## src/hw/rtl/ipq_pkg.sv

```systemverilog
package ipq_pkg;

    // Default queue depth
    localparam int IPQ_DEPTH_DEF = 16;

    // Field widths
    localparam int CMD_W    = 2;
    localparam int ID_W     = 8;
    localparam int PRIO_W   = 8;
    localparam int STATUS_W = 2;
    localparam int COUNT_W  = 5;

    // Command codes
    localparam logic [CMD_W-1:0] CMD_PUSH  = 2'd0;
    localparam logic [CMD_W-1:0] CMD_POP   = 2'd1;
    localparam logic [CMD_W-1:0] CMD_CLEAR = 2'd2;

    // Status codes
    localparam logic [STATUS_W-1:0] ST_OK    = 2'd0;
    localparam logic [STATUS_W-1:0] ST_EMPTY = 2'd1;
    localparam logic [STATUS_W-1:0] ST_FULL  = 2'd2;
    localparam logic [STATUS_W-1:0] ST_NONE  = 2'd3;

    // Id that means "no interrupt"
    localparam logic [ID_W-1:0] ID_NONE = 8'd0;

    // One queued request: id in the upper byte, priority in the lower
    typedef struct packed {
        logic [ID_W-1:0]   id;
        logic [PRIO_W-1:0] prio;
    } t_entry;

endpackage

```

## src/hw/rtl/interrupt_priority_queue_unit.sv

```systemverilog
// Sorted priority queue of pending interrupt requests (lower value = more urgent).
// Input stream (s side): tuser carries the command (push, pop, clear); tdata
// carries the interrupt id and priority. Every accepted beat yields exactly
// one output beat (m side): tuser carries the status, tdata the served id,
// served priority and the entry count after the command.
// Entries sit in a circular buffer in a one-read, one-write RAM with a head
// pointer. A pop reads the head entry and advances the pointer. A push walks
// from the tail toward the front, one entry at a time (read, then compare)
// through a single priority comparator, moving each larger entry one slot
// back until the insert point is found or the front is reached.
// Ignored/dropped pushes, clear and the unused command go straight to the
// output stage. One item is in work at a time; the input is ready again once
// the result sits in the output register.
// Reset empties the queue (the RAM itself is not cleared, only count and head).
// When the receiver stalls, the result is held in the output register; the
// next item is still accepted and worked on, and waits for the output
// register to free up before its own result is loaded.
module interrupt_priority_queue_unit #(
    parameter int DEPTH = ipq_pkg::IPQ_DEPTH_DEF
) (
    input  logic        i_clk,
    input  logic        i_rst_n,
    // Input beats
    input  logic        i_s_tvalid,
    output logic        o_s_tready,
    input  logic [15:0] i_s_tdata,   // irq_id[7:0], priority_req[15:8]
    input  logic [1:0]  i_s_tuser,   // command[1:0]
    // Result beats
    output logic        o_m_tvalid,
    input  logic        i_m_tready,
    output logic [23:0] o_m_tdata,   // served_id[7:0], served_priority[15:8],
                                     // entry_count[20:16], zero[23:21]
    output logic [1:0]  o_m_tuser    // status[1:0]
);
    import ipq_pkg::*;

    localparam int AW = (DEPTH > 1) ? $clog2(DEPTH) : 1;
    localparam int CW = $clog2(DEPTH + 1);

    typedef enum logic [4:0] {
        S_IDLE     = 5'b00001,
        S_INS_RD   = 5'b00010,
        S_INS_CMP  = 5'b00100,
        S_POP_DATA = 5'b01000,
        S_FIN      = 5'b10000
    } t_state;

    t_state r_state, n_state;

    logic [CW-1:0]       r_count, n_count;
    logic [AW-1:0]       r_head, n_head;
    logic [AW-1:0]       r_k, n_k;
    logic [ID_W-1:0]     r_id, n_id;
    logic [PRIO_W-1:0]   r_prio, n_prio;
    logic [STATUS_W-1:0] r_status, n_status;
    logic [ID_W-1:0]     r_sid, n_sid;
    logic [PRIO_W-1:0]   r_sprio, n_sprio;

    logic                r_out_valid;
    logic [STATUS_W-1:0] r_o_status;
    logic [ID_W-1:0]     r_o_sid;
    logic [PRIO_W-1:0]   r_o_sprio;
    logic [COUNT_W-1:0]  r_o_count;

    logic                w_accept;
    logic                w_load;
    logic                w_move;
    logic [CMD_W-1:0]    w_cmd;
    logic [AW:0]         w_sum_k, w_sum_km1, w_sum_head;
    logic [AW-1:0]       w_km1;
    logic [AW-1:0]       w_addr_k, w_addr_km1, w_head_inc;
    logic [31:0]         w_cnt32;

    logic                w_we;
    logic [AW-1:0]       w_raddr;
    t_entry              w_wdata, w_rd;

    assign w_cmd      = i_s_tuser;
    assign o_s_tready = (r_state == S_IDLE);
    assign w_accept   = i_s_tvalid && o_s_tready;
    assign w_load     = (r_state == S_FIN) && (!r_out_valid || i_m_tready);
    assign w_move     = (w_rd.prio > r_prio);

    // Logical slot to RAM address (wrap around the circular buffer)
    assign w_km1      = r_k - AW'(1);
    assign w_sum_k    = {1'b0, r_head} + {1'b0, r_k};
    assign w_sum_km1  = {1'b0, r_head} + {1'b0, w_km1};
    assign w_sum_head = {1'b0, r_head} + (AW + 1)'(1);
    assign w_addr_k   = (w_sum_k >= (AW + 1)'(DEPTH)) ?
                        AW'(w_sum_k - (AW + 1)'(DEPTH)) : w_sum_k[AW-1:0];
    assign w_addr_km1 = (w_sum_km1 >= (AW + 1)'(DEPTH)) ?
                        AW'(w_sum_km1 - (AW + 1)'(DEPTH)) : w_sum_km1[AW-1:0];
    assign w_head_inc = (w_sum_head >= (AW + 1)'(DEPTH)) ?
                        AW'(w_sum_head - (AW + 1)'(DEPTH)) : w_sum_head[AW-1:0];

    // RAM port control: insert walk reads slot k-1, else the head
    assign w_raddr = (r_state == S_INS_RD) ? w_addr_km1 : r_head;
    assign w_we    = ((r_state == S_INS_RD) && (r_k == '0)) || (r_state == S_INS_CMP);
    assign w_wdata = ((r_state == S_INS_CMP) && w_move) ? w_rd : t_entry'{r_id, r_prio};

    ipq_ram #(
        .DEPTH(DEPTH)
    ) u_ram (
        .i_clk  (i_clk),
        .i_we   (w_we),
        .i_waddr(w_addr_k),
        .i_wdata(w_wdata),
        .i_raddr(w_raddr),
        .o_rdata(w_rd)
    );

    // Sequencer
    always_comb begin
        n_state  = r_state;
        n_count  = r_count;
        n_head   = r_head;
        n_k      = r_k;
        n_id     = r_id;
        n_prio   = r_prio;
        n_status = r_status;
        n_sid    = r_sid;
        n_sprio  = r_sprio;
        case (r_state)
            S_IDLE: begin
                if (w_accept) begin
                    n_id     = i_s_tdata[7:0];
                    n_prio   = i_s_tdata[15:8];
                    n_status = ST_OK;
                    n_sid    = '0;
                    n_sprio  = '0;
                    n_state  = S_FIN;
                    case (w_cmd)
                        CMD_PUSH: begin
                            if (i_s_tdata[7:0] == ID_NONE) begin
                                n_status = ST_NONE;
                            end else if (r_count == CW'(DEPTH)) begin
                                n_status = ST_FULL;
                            end else begin
                                n_k     = r_count[AW-1:0];
                                n_state = S_INS_RD;
                            end
                        end
                        CMD_POP: begin
                            if (r_count == '0) begin
                                n_status = ST_EMPTY;
                            end else begin
                                n_state = S_POP_DATA;
                            end
                        end
                        CMD_CLEAR: begin
                            n_count = '0;
                            n_head  = '0;
                        end
                        default: begin
                        end
                    endcase
                end
            end
            S_INS_RD: begin
                // front reached: new entry goes to slot 0
                if (r_k == '0) begin
                    n_count = r_count + CW'(1);
                    n_state = S_FIN;
                end else begin
                    n_state = S_INS_CMP;
                end
            end
            S_INS_CMP: begin
                // larger entry moves back one slot; else insert here
                if (w_move) begin
                    n_k     = w_km1;
                    n_state = S_INS_RD;
                end else begin
                    n_count = r_count + CW'(1);
                    n_state = S_FIN;
                end
            end
            S_POP_DATA: begin
                n_sid   = w_rd.id;
                n_sprio = w_rd.prio;
                n_head  = w_head_inc;
                n_count = r_count - CW'(1);
                n_state = S_FIN;
            end
            S_FIN: begin
                if (w_load) begin
                    n_state = S_IDLE;
                end
            end
            default: begin
                n_state = S_IDLE;
            end
        endcase
    end

    // Control state
    always_ff @(posedge i_clk) begin
        if (!i_rst_n) begin
            r_state     <= S_IDLE;
            r_count     <= '0;
            r_head      <= '0;
            r_out_valid <= 1'b0;
        end else begin
            r_state <= n_state;
            r_count <= n_count;
            r_head  <= n_head;
            if (w_load) begin
                r_out_valid <= 1'b1;
            end else if (i_m_tready) begin
                r_out_valid <= 1'b0;
            end
        end
    end

    // Working payload
    always_ff @(posedge i_clk) begin
        r_k      <= n_k;
        r_id     <= n_id;
        r_prio   <= n_prio;
        r_status <= n_status;
        r_sid    <= n_sid;
        r_sprio  <= n_sprio;
    end

    assign w_cnt32 = 32'(r_count);

    // Output register
    always_ff @(posedge i_clk) begin
        if (w_load) begin
            r_o_status <= r_status;
            r_o_sid    <= r_sid;
            r_o_sprio  <= r_sprio;
            r_o_count  <= w_cnt32[COUNT_W-1:0];
        end
    end

    assign o_m_tvalid = r_out_valid;
    assign o_m_tuser  = r_o_status;
    assign o_m_tdata  = {3'b000, r_o_count, r_o_sprio, r_o_sid};

`ifndef ASSERT_OFF
    a_count_bound : assert property (@(posedge i_clk) disable iff (!i_rst_n)
        r_count <= CW'(DEPTH))
        else $error("entry count above depth");

    a_walk_in_range : assert property (@(posedge i_clk) disable iff (!i_rst_n)
        ((r_state == S_INS_RD) || (r_state == S_INS_CMP)) |->
            ((r_k <= r_count[AW-1:0]) && (r_count < CW'(DEPTH))))
        else $error("insert walk outside held entries");

    a_insert_done : assert property (@(posedge i_clk) disable iff (!i_rst_n)
        ((r_state == S_INS_CMP) && !w_move) |=>
            ((r_count == $past(r_count) + CW'(1)) && (r_state == S_FIN)))
        else $error("insert did not add one entry");

    a_pop_done : assert property (@(posedge i_clk) disable iff (!i_rst_n)
        (r_state == S_POP_DATA) |=>
            ((r_count == $past(r_count) - CW'(1)) && (r_state == S_FIN)))
        else $error("pop did not remove one entry");

    a_result_loaded : assert property (@(posedge i_clk) disable iff (!i_rst_n)
        w_load |=> (o_m_tvalid && (r_state == S_IDLE)))
        else $error("result not presented after completion");
`endif

endmodule

```

## src/hw/rtl/ipq_ram.sv

```systemverilog
module ipq_ram #(
    parameter int DEPTH = ipq_pkg::IPQ_DEPTH_DEF,
    localparam int AW = (DEPTH > 1) ? $clog2(DEPTH) : 1
) (
    input  logic            i_clk,
    input  logic            i_we,
    input  logic [AW-1:0]   i_waddr,
    input  ipq_pkg::t_entry i_wdata,
    input  logic [AW-1:0]   i_raddr,
    output ipq_pkg::t_entry o_rdata
);
    import ipq_pkg::*;

    t_entry r_mem [DEPTH];
    t_entry r_rdata;

    // Single write port
    always_ff @(posedge i_clk) begin
        if (i_we) begin
            r_mem[i_waddr] <= i_wdata;
        end
    end

    // Registered read port
    always_ff @(posedge i_clk) begin
        r_rdata <= r_mem[i_raddr];
    end

    assign o_rdata = r_rdata;

endmodule
```

## config.mk

```make
export PLATFORM = sky130hd
export DESIGN_NAME = interrupt_priority_queue_unit
export DESIGN_NICKNAME = d
export VERILOG_FILES = /design/src/hw/rtl/ipq_pkg.sv /design/src/hw/rtl/interrupt_priority_queue_unit.sv /design/src/hw/rtl/ipq_ram.sv
export SDC_FILE = /design/constraint.sdc
export NUM_CORES = 1
export LEC_CHECK = 0
export ABC_CLOCK_PERIOD_IN_PS = 3460
export BUFFER_PORTS_ARGS = -buffer_cell sky130_fd_sc_hd__buf_2
export CORE_MARGIN = 2
export CORE_UTILIZATION = 33
export CTS_CLUSTER_DIAMETER = 120
export DETAILED_ROUTE_END_ITERATION = 10
export PLACE_DENSITY = 0.46
export SYNTH_ARGS = -nofsm -noshare
export SYNTH_HDL_FRONTEND = slang
export SYNTH_HIERARCHICAL = 1
export SYNTH_SLANG_ARGS = --single-unit
```

## constraint.sdc

```tcl
create_clock -name i_clk -period 3.46 [get_ports i_clk]
set_input_delay 0.173 -clock i_clk [delete_from_list [all_inputs] [get_ports i_clk]]
set_output_delay 0.173 -clock i_clk [all_outputs]
set_load 0.05 [all_outputs]
```

==> results of run 1 <==
sequential cells by signal, summed over array words and instances, names as in the netlist, 2 cells and up:
| signal | cells |
|---|---|
| r_o_count | 5 |
| o_m_tuser | 2 |
| r_o_sprio | 8 |
| r_state | 5 |
| r_k | 4 |
| r_head | 4 |
| r_prio | 8 |
| r_sid | 8 |
| r_sprio | 8 |
| r_id | 8 |
| u_ram/r_mem | 256 |
| r_status | 2 |
| u_ram/o_rdata | 16 |
| r_count | 5 |
| r_o_sid | 8 |
cell families after synthesis:
family                     Yosys count
DFF                                348
xor gates and xnor gates            11
and+or+nand+nor                    130
AOI/OAI and AO/OA                   76
muxes                               85
other                                1
adders and majority gates           22
buffers and inverters               48
critical path: cells and delay by family, from the launching register on:
family / cells / cell delay (ns)
AND/OR/NAND/NOR: 5 / 1.46
adder cells (fa/ha/maj): 1 / 0.18
buffers and inverters: 2 / 0.45
flip-flops: 1 / 0.43
worst max-delay path by stage:
stage / to / slack [ns] / start / depth (start not counted)
6_report: u_ram/r_mem[0][8]$_DFFE_PP_ / 0.59 / r_k[0]$_DFFE_PP_ / 8
5_1_grt: u_ram/r_mem[0][8]$_DFFE_PP_ / 0.39 / r_k[1]$_DFFE_PP_ / 8
4_1_cts: u_ram/r_mem[5][3]$_DFFE_PP_ / 0.58 / r_head[0]$_SDFFE_PN0P_ / 7
3_5_place_dp: u_ram/r_mem[0][8]$_DFFE_PP_ / 0.61 / r_k[1]$_DFFE_PP_ / 8
3_3_place_gp: u_ram/r_mem[6][13]$_DFFE_PP_ / 0.64 / r_head[0]$_SDFFE_PN0P_ / 7
2_1_floorplan: u_ram/r_mem[0][0]$_DFFE_PP_ / 0.21 / r_k[1]$_DFFE_PP_ / 7
power groups by stage:
stage,registers [mW],clock network (mW),logic [mW]
after floorplan,4.75,0,0.136
after global placement,4.76,0,0.214
after detailed placement,4.76,0,0.225
after CTS,4.67,4.08,0.243
after global routing,4.67,4.25,0.261
final,4.67,3.97,0.239
through the flow:
| step | cells | util, % | setup WS [ns] | hold slack [ns] | instance area, um2 |
|---|---|---|---|---|---|
| global placement | 1310 | 36.3 | 0.636 | 0.353 | 14900 |
| global route | 1401 | 39.8 | 0.387 | 0.0468 | 16300 |
| floorplan | 723 | - | 0.214 | 0.272 | 13800 |
| finish | 1401 | 39.8 | 0.586 | 0.0247 | 16300 |
| CTS | 1401 | 39.8 | 0.583 | 0.00345 | 16300 |
| detailed placement | 1310 | 36.3 | 0.609 | 0.354 | 14900 |
final cells by class:
cell class | instances | area [um2] | share of cell area [%]
clock buffer | 56 | 1070 | 6.56
multi-input combinational | 327 | 3450 | 21.1
timing repair buffer | 103 | 771 | 4.72
sequential | 348 | 10100 | 62.1
inverter | 20 | 75.1 | 0.460
tap | 532 | 666 | 4.08
clock inverter | 15 | 164 | 1.00
layer usage:
layer  wire, um  track usage, %  vias up
li1           -               -     3126
met4        686            4.39        0
met5          0               0        -
met3       1380            2.46       45
met1      14800            21.5     3737
met2      16000            25.5      163
cells in the final DEF, fill, tap and decap left out, types with 8 or more instances in the layout:
cell type and count:
edfxtp_1 317, mux4_2 54, buf_2 46, clkbuf_16 40
a22oi_1 34, buf_4 32, dfxtp_1 31, nand2_1 29
nor2_1 23, dlygate4sd3_1 20, inv_1 19, ha_1 19
and2_1 17, clkbuf_1 15, nor2_2 12, mux2_2 10
a21oi_1 10, mux4_1 10, o21ai_0 8
==> flow_summary.json, run 1 <==
{
  "setup_viol": 0,
  "syn_inst": 721,
  "cts_sinks": 348,
  "post_drt_wl_per_cell_um": 23.4,
  "syn_avg_cell_area_um2": 19.1,
  "synthToLayoutAreaGrowth_pct": 18.7,
  "cts_buffer_depth": 3,
  "net-switching-power_mw": 1.78,
  "critPathLaunchType": "flop",
  "io_buffers": 46,
  "crit_slowest_cell": "or3b_2",
  "hp-start": "i_m_tready",
  "arrival_ns": 3.07,
  "rsz0062_at_grt": "no",
  "cp.required_ns": 3.65,
  "min_path_cells": 3,
  "ff2ff_setup_slack_ns": 0.59,
  "p_comb_share_pct": 2.7,
  "critPathKind": "reg -> reg",
  "clockPowerShare_pct": 44.7,
  "slew_viol_final": 0,
  "fin_crit_ns": 2.87,
  "hold_buffers": 20,
  "worstMarginPinSlew_ns": 0.883,
  "htree_levels": 2,
  "initial_core_util_pct": 33.5,
  "vias_per_cell": 5.05,
  "r2r_start": "r_k[0]$_DFFE_PP_",
  "grt_pass1_vias": 7446,
  "slowest_delay_ns": 0.54,
  "synth_common_cells": "edfxtp_1, mux4_2, nor2_1",
  "switching_share_pct": 20.0,
  "slew_headroom_pct": 40.6,
  "gp_congestion": 0.769,
  "drcViolationCount": 0,
  "root_buffer": "clkbuf_16",
  "clkTransAtPathRegs_ns": 0.05,
  "ys.flop_type": "edfxtp_1",
  "synth-edff-count": 317,
  "synth_top_area_share_pct": 69.2,
  "intPower_mw": 7.10,
  "cts_tree": "done",
  "cts_buffers": 39,
  "finalPower_mw": 8.88,
  "hpwlAfterDp_um": 19900,
  "synthAdderAreaFrac_pct": 2.17,
  "dr.pass1.iters": 5,
  "die_w_um": 208,
  "muxShareOfSynthArea_pct": 12.6,
  "ys_seq_area_share_pct": 73.7,
  "vias": 7071,
  "n_antenna_cell": 0,
  "drive_gt1_share_pct": 27.7,
  "synth.area.top_cells": "edfxtp_1, mux4_2, dfxtp_1",
  "antenna_found_initial": 1,
  "grt_max_degree": 65,
  "crit_fanout": 16,
  "grt_pass1_wl_um": 49400,
  "fmax_mhz": 348,
  "outcome": "finished, final reports clean",
  "io_pins": 50,
  "finClkSkew_ns": 0.0150,
  "nets": 883,
  "nFillCells": 3657,
  "path_cells": "inv_1 > ha_1 > nor3b_1 > nand4_1 > nand2_1 > or3b_2 > nor3_2 > buf_4",
  "maxCapViolations": 0,
  "yosysUniqueCellTypes": 60,
  "p_per_area_nw_per_um2": 544,
  "drt-total-wl_um": 32800,
  "grt-ovfl-total": 0,
  "synth.most_common_cell": "edfxtp_1",
  "postCtsSetupBuffers": 0,
  "synth_seq_cells": 348,
  "yosys_warnings": 6,
  "track_usage_pct": 15.5,
  "hold_class": "in -> reg",
  "power_frac_seq_pct": 52.6,
  "reg2reg_to": "u_ram/r_mem[0][8]$_DFFE_PP_",
  "synth_top_family_by_area": "multiplexers",
  "holdPathEnd": "o_m_tvalid$_SDFFE_PN0P_",
  "detail-route-antenna-nets": 0,
  "max-vdd-ir-drop_mv": 0.296,
  "dieArea_um2": 43300,
  "coreArea_um2": 41000,
  "end_kind": "flop",
  "die_y_um": 208,
  "synthArstFlopShare_pct": 0,
  "insertion_delay_ns": 0.54,
  "drtIter0Drc": 584,
  "power_leakage_nw": 5.46,
  "finalCritPeriodShare_pct": 83.1,
  "cts-resized-gates": 0,
  "synth_area_um2": 13800,
  "reg2reg_depth": 8,
  "tns_ns": 0,
  "synth_compound_area_share_pct": 3.96,
  "rows": 74,
  "synth_xor_area_share_pct": 0.700,
  "yosysTopAreaCell": "edfxtp_1",
  "synth-simple-area-share_pct": 5.04,
  "hold_violations": 0
}
Power figures use the tool's default switching activity.
==> run 2: changes to the inputs <==
Settings changed: ABC_CLOCK_PERIOD_IN_PS 3460 to 2800, PLACE_DENSITY 0.46 to 0.44.
Clock period 3.46 ns to 2.8 ns, I/O delays scaled along.
==> run 2 against run 1 <==
  * Global-route usage fell by 0.36 points
  * Flip-flop and latch count did not move
  * Largest power group unchanged
  * Combinational power rose by 32%
  * Count of clock-buffer cells in the layout is 5 lower
  * Sequential share of layout area decreased by 0.98 points
==> flow_summary.json, run 2 (synthesis results as in run 1) <==
{
  "cts_sinks": 348,
  "path_delay_family": "compound AO/OA/AOI/OAI gates",
  "slew_viol_final": 0,
  "crit_fanout": 18,
  "dieArea_um2": 43300,
  "grt_pass1_vias": 7482,
  "rows": 74,
  "tns_ns": 0,
  "hpwlAfterDp_um": 20500,
  "gp_congestion": 0.733,
  "finClkSkew_ns": 0.0151,
  "io_pins": 50,
  "coreArea_um2": 41000,
  "cts_tree": "done",
  "crit_cells": 7,
  "finalCritPeriodShare_pct": 96.5,
  "layout_commonest_cell": "edfxtp_1",
  "grt-ovfl-total": 0,
  "root_buffer": "clkbuf_16",
  "die_y_um": 208,
  "critPathLaunchType": "flop",
  "max-vdd-ir-drop_mv": 0.371,
  "cts_buffers": 38,
  "fmax_mhz": 370,
  "clkTransAtPathRegs_ns": 0.06,
  "regMostFlops": "u_ram/r_mem",
  "drcViolationCount": 0,
  "arrival_ns": 2.92,
  "nFillCells": 3668,
  "crit_slowest_cell": "mux2_2",
  "n_antenna_cell": 0,
  "p_per_area_nw_per_um2": 647,
  "antenna_found_initial": 2,
  "slew_headroom_pct": 55.5,
  "maxCapViolations": 0,
  "end_kind": "flop",
  "rsz0062_at_grt": "no",
  "drtIter0Drc": 448,
  "fin_crit_ns": 2.70,
  "track_usage_pct": 15.2,
  "path_cells": "inv_1 > ha_1 > a211o_1 > a21oi_2 > nand3_2 > nand2_8 > mux2_2",
  "dr.pass1.iters": 5,
  "vias": 7063,
  "hold_violations": 0,
  "cts_buffer_depth": 3,
  "setup_viol": 0,
  "slowest_delay_ns": 0.52,
  "initial_core_util_pct": 33.5,
  "worstMarginPinSlew_ns": 0.665,
  "drt-total-wl_um": 32900,
  "critPathKind": "reg -> reg",
  "drive_gt1_share_pct": 29.1,
  "nets": 903,
  "vias_per_cell": 4.98,
  "reg2reg_depth": 7,
  "hold_class": "in -> reg",
  "synthToLayoutAreaGrowth_pct": 20.6,
  "insertion_delay_ns": 0.53,
  "min_path_cells": 2,
  "placedInstanceArea_um2": 15100,
  "grt_pass1_wl_um": 47900,
  "detail-route-antenna-nets": 0,
  "cp_num_buf_inv": 1,
  "die_w_um": 208,
  "largest_reg_flops": 256,
  "outcome": "finished, final reports clean",
  "grt_max_degree": 37,
  "htree_levels": 2,
  "cp.required_ns": 3.02,
  "post_drt_wl_per_cell_um": 23.2,
  "io_buffers": 46,
  "power_leakage_nw": 5.58,
  "finalInstanceArea_um2": 16600,
  "most-common-layout-cells": "edfxtp_1, mux4_2, buf_2, clkbuf_16, buf_4"
}
==> run 2: cell count changes in the layout (fill, tap and decap cells not counted), sizes merged <==
cell / change
clkinv: +4
buf: +18
clkbuf: -3
dlygate4sd3: +1
bufinv: -2
==> run 2: repair_timing <==
| item | CTS | global route |
|---|---|---|
| setup endpoints to repair | 67 | 167 |
| hold endpoints to repair | 25 | 0 |
| gates cloned | 0 | 2 |
| buffers inserted | 0 | 2 |
| pin swaps | 0 | 0 |
| resized for setup | 4 | 10 |
| hold buffers | 21 | 0 |
==> run 2: power breakdown <==
part | switching (mW) | internal [mW]
clock network | 1.97 | 2.70
registers | 0.0251 | 5.74
logic | 0.213 | 0.102
total | 2.20 | 8.54
==> run 2: stage by stage <==
step | total power [mW] | hold slack [ns] | utilization (%) | worst slack [ns] | std cells
global placement | 6.15 | 0.320 | 36.8 | -0.686 | 1325
global route | 11.1 | 0.312 | 40.5 | 0.000844 | 1419
CTS | 10.9 | 0.302 | 40.1 | 0.0401 | 1415
floorplan | 6.04 | 0.239 | - | -0.00506 | 723
finish | 10.7 | 0.318 | 40.5 | 0.0990 | 1419
detailed placement | 6.16 | 0.318 | 36.8 | -0.234 | 1326
==> run 2: layer usage <==
layer | track usage (%) | wire length, um | up-vias
met3 | 2.60 | 1310 | 43
met4 | 3.72 | 574 | 0
met5 | 0 | 0 | -
met2 | 25.9 | 16200 | 151
li1 | - | - | 3164
met1 | 20.2 | 14800 | 3705
==> run 2: worst paths after layout <==
check / start / to / slack [ns]
setup / recovery: r_prio[5]$_DFFE_PP_ / u_ram/r_mem[8][7]$_DFFE_PP_ / 0.1
hold / removal: i_s_tdata[14] / r_prio[6]$_DFFE_PP_ / 0.32
setup reg to reg: r_prio[5]$_DFFE_PP_ / u_ram/r_mem[8][7]$_DFFE_PP_ / 0.1
hold reg to reg: r_sid[7]$_SDFFCE_PN0P_ / r_o_sid[7]$_DFFE_PP_ / 0.42
==> run 2: worst reg2reg max path, stage by stage, from the launching register on <==
cell and delay, ns:
edfxtp_1 0.41, inv_1 0.08, ha_1 0.24, a211o_1 0.32
a21oi_2 0.33, nand3_2 0.24, nand2_8 0.23, mux2_2 0.54
==> run 2: cell type report <==
cell class                 count  area, um2  share of cell area [%]
inverter                      20       75.1                   0.452
sequential                   348      10100                    61.1
clock buffer                  51       1040                    6.27
clock inverter                17        110                   0.664
multi-input combinational    327       3470                    20.9
timing repair buffer         124       1090                    6.57
tap                          532        666                    4.01
==> run 3: changes to the inputs <==
Settings changed: GPL_TIMING_DRIVEN set to 0.
==> run 3 against run 2 <==
  * Fmax shrank 0.93%
  * Clock power is 4.3% higher
  * Flip-flop and latch count stayed put
  * Critical path type unchanged
==> flow_summary.json, run 3 (synthesis results as in run 1) <==
{
  "hold_violations": 0,
  "n_antenna_cell": 0,
  "synthToLayoutAreaGrowth_pct": 23.3,
  "setup_viol": 0,
  "die_w_um": 208,
  "end_kind": "flop",
  "placedInstanceArea_um2": 15000,
  "insertion_delay_ns": 0.56,
  "startpoint": "r_prio[5]$_DFFE_PP_",
  "critPathLaunchType": "flop",
  "dr.pass1.iters": 5,
  "finalInstanceArea_um2": 17000,
  "coreArea_um2": 41000,
  "track_usage_pct": 14.5,
  "io_buffers": 46,
  "fmax_mhz": 367,
  "crit_end": "u_ram/r_mem[6][9]$_DFFE_PP_",
  "regMostFlops": "u_ram/r_mem",
  "power_leakage_nw": 5.67,
  "detail-route-antenna-nets": 0,
  "antenna_found_initial": 1,
  "layoutNonFillerInstCount": 1427,
  "finClkSkew_ns": 0.0336,
  "crit_fanout": 16,
  "p_per_area_nw_per_um2": 647,
  "rows": 74,
  "post_drt_wl_per_cell_um": 21.8,
  "cts_buffers": 39,
  "initial_core_util_pct": 33.5,
  "dp.cells": 1317,
  "outcome": "finished, final reports clean",
  "finalCritPeriodShare_pct": 97.4,
  "dieArea_um2": 43300,
  "cts_tree": "done",
  "io_pins": 50,
  "cts_buffer_depth": 3,
  "vias_per_cell": 4.91,
  "finalPower_mw": 11.0,
  "clkTransAtPathRegs_ns": 0.06,
  "drive_gt1_share_pct": 33.7,
  "critPathKind": "reg -> reg",
  "hpwlAfterDp_um": 20900,
  "max-vdd-ir-drop_mv": 0.316,
  "ff2ff_setup_slack_ns": 0.07,
  "hold_ws_ns": 0.293,
  "nets": 909,
  "vias": 7007,
  "min_path_cells": 2,
  "layout_commonest_cell": "edfxtp_1",
  "reg2reg_depth": 8,
  "grt_pass1_wl_um": 46500,
  "slew_headroom_pct": 26.0,
  "r2r_start": "r_prio[5]$_DFFE_PP_",
  "grt-ovfl-total": 0,
  "hold_class": "in -> reg",
  "maxCapViolations": 0,
  "gp_congestion": 0.755,
  "slew_viol_final": 0,
  "worstMarginPinSlew_ns": 1.10,
  "drcViolationCount": 0,
  "htree_levels": 2,
  "die_y_um": 208,
  "grt_pass1_vias": 7337,
  "arrival_ns": 2.99,
  "grt_max_degree": 24,
  "fin_crit_ns": 2.73,
  "largest_reg_flops": 256,
  "drt-total-wl_um": 31000,
  "most-common-layout-cells": "edfxtp_1, mux4_2, buf_2, clkbuf_16, dfxtp_1",
  "root_buffer": "clkbuf_16",
  "drtIter0Drc": 466,
  "cts_sinks": 348,
  "cp.required_ns": 3.07,
  "reg2reg_to": "u_ram/r_mem[6][9]$_DFFE_PP_"
}
-- run 3: cell count changes in the layout (fill, tap and decap cells not counted), sizes merged --
| cell | before | now |
|---|---|---|
| buf | 101 | 102 |
| bufinv | 1 | 3 |
| clkinv | 15 | 20 |
| clkinvlp | 0 | 3 |
| inv | 21 | 18 |
-- run 3: layer usage --
layer,up-vias,global-route usage (%),wire length (um)
met5,-,0,0
met4,0,3.82,568
met3,39,2.99,1590
met1,3631,19.6,14000
met2,164,23.8,14900
li1,3173,-,-
-- run 3: power by group --
part	internal, mW	switching, mW	total, mW
Combinational	0.103	0.225	0.328
Sequential	5.74	0.0236	5.76
Clock	2.87	2.01	4.87
Total	8.71	2.25	11.0
-- run 3: metrics by stage --
step / setup slack (ns) / utilization [%] / TNS, ns
finish: 0.0736 / 41.3 / 0
global route: -0.0288 / 41.3 / -0.108
CTS: -0.0213 / 40.6 / -0.0654
detailed placement: -0.756 / 36.6 / -37.87
global placement: -1.24 / 35.8 / -260.49
floorplan: -0.00506 / - / -0.243
-- run 3: worst min path at each step --
stage                              from             endpoint  slack (ns)
after floorplan            i_s_tdata[0]    r_id[0]$_DFFE_PP_        0.24
after global placement    i_s_tdata[15]  r_prio[7]$_DFFE_PP_        0.32
after detailed placement  i_s_tdata[15]  r_prio[7]$_DFFE_PP_        0.32
after CTS                 i_s_tdata[15]  r_prio[7]$_DFFE_PP_        0.25
after global routing      i_s_tdata[15]  r_prio[7]$_DFFE_PP_        0.28
final                     i_s_tdata[15]  r_prio[7]$_DFFE_PP_        0.29
-- run 3: worst max-delay path: stages, from the launching register on --
cell and delay [ns]:
edfxtp_1 0.38, inv_1 0.06, ha_1 0.31, a211o_1 0.31
a21oi_2 0.33, nand3_2 0.20, nand2_4 0.19, buf_6 0.22
mux2_4 0.42
-- run 3: layout make-up --
class | count | area (um2)
Fill cell | 3677 | 24100
Sequential cell | 348 | 10100
Tap cell | 532 | 666
Multi-Input combinational cell | 327 | 3670
Clock inverter | 24 | 209
Clock buffer | 47 | 1020
Buffer | 24 | 225
Timing Repair Buffer | 105 | 942
Inverter | 20 | 82.6
-- run 3: repair_timing --
item / 4_1_cts / 5_1_grt
resized for setup: 52 / 34
pin swaps: 3 / 14
hold buffers: 21 / 0
endpoints found under the setup margin: 147 / 180
setup buffers: 6 / 15
endpoints found under the hold margin: 25 / 0
gates cloned: 0 / 1
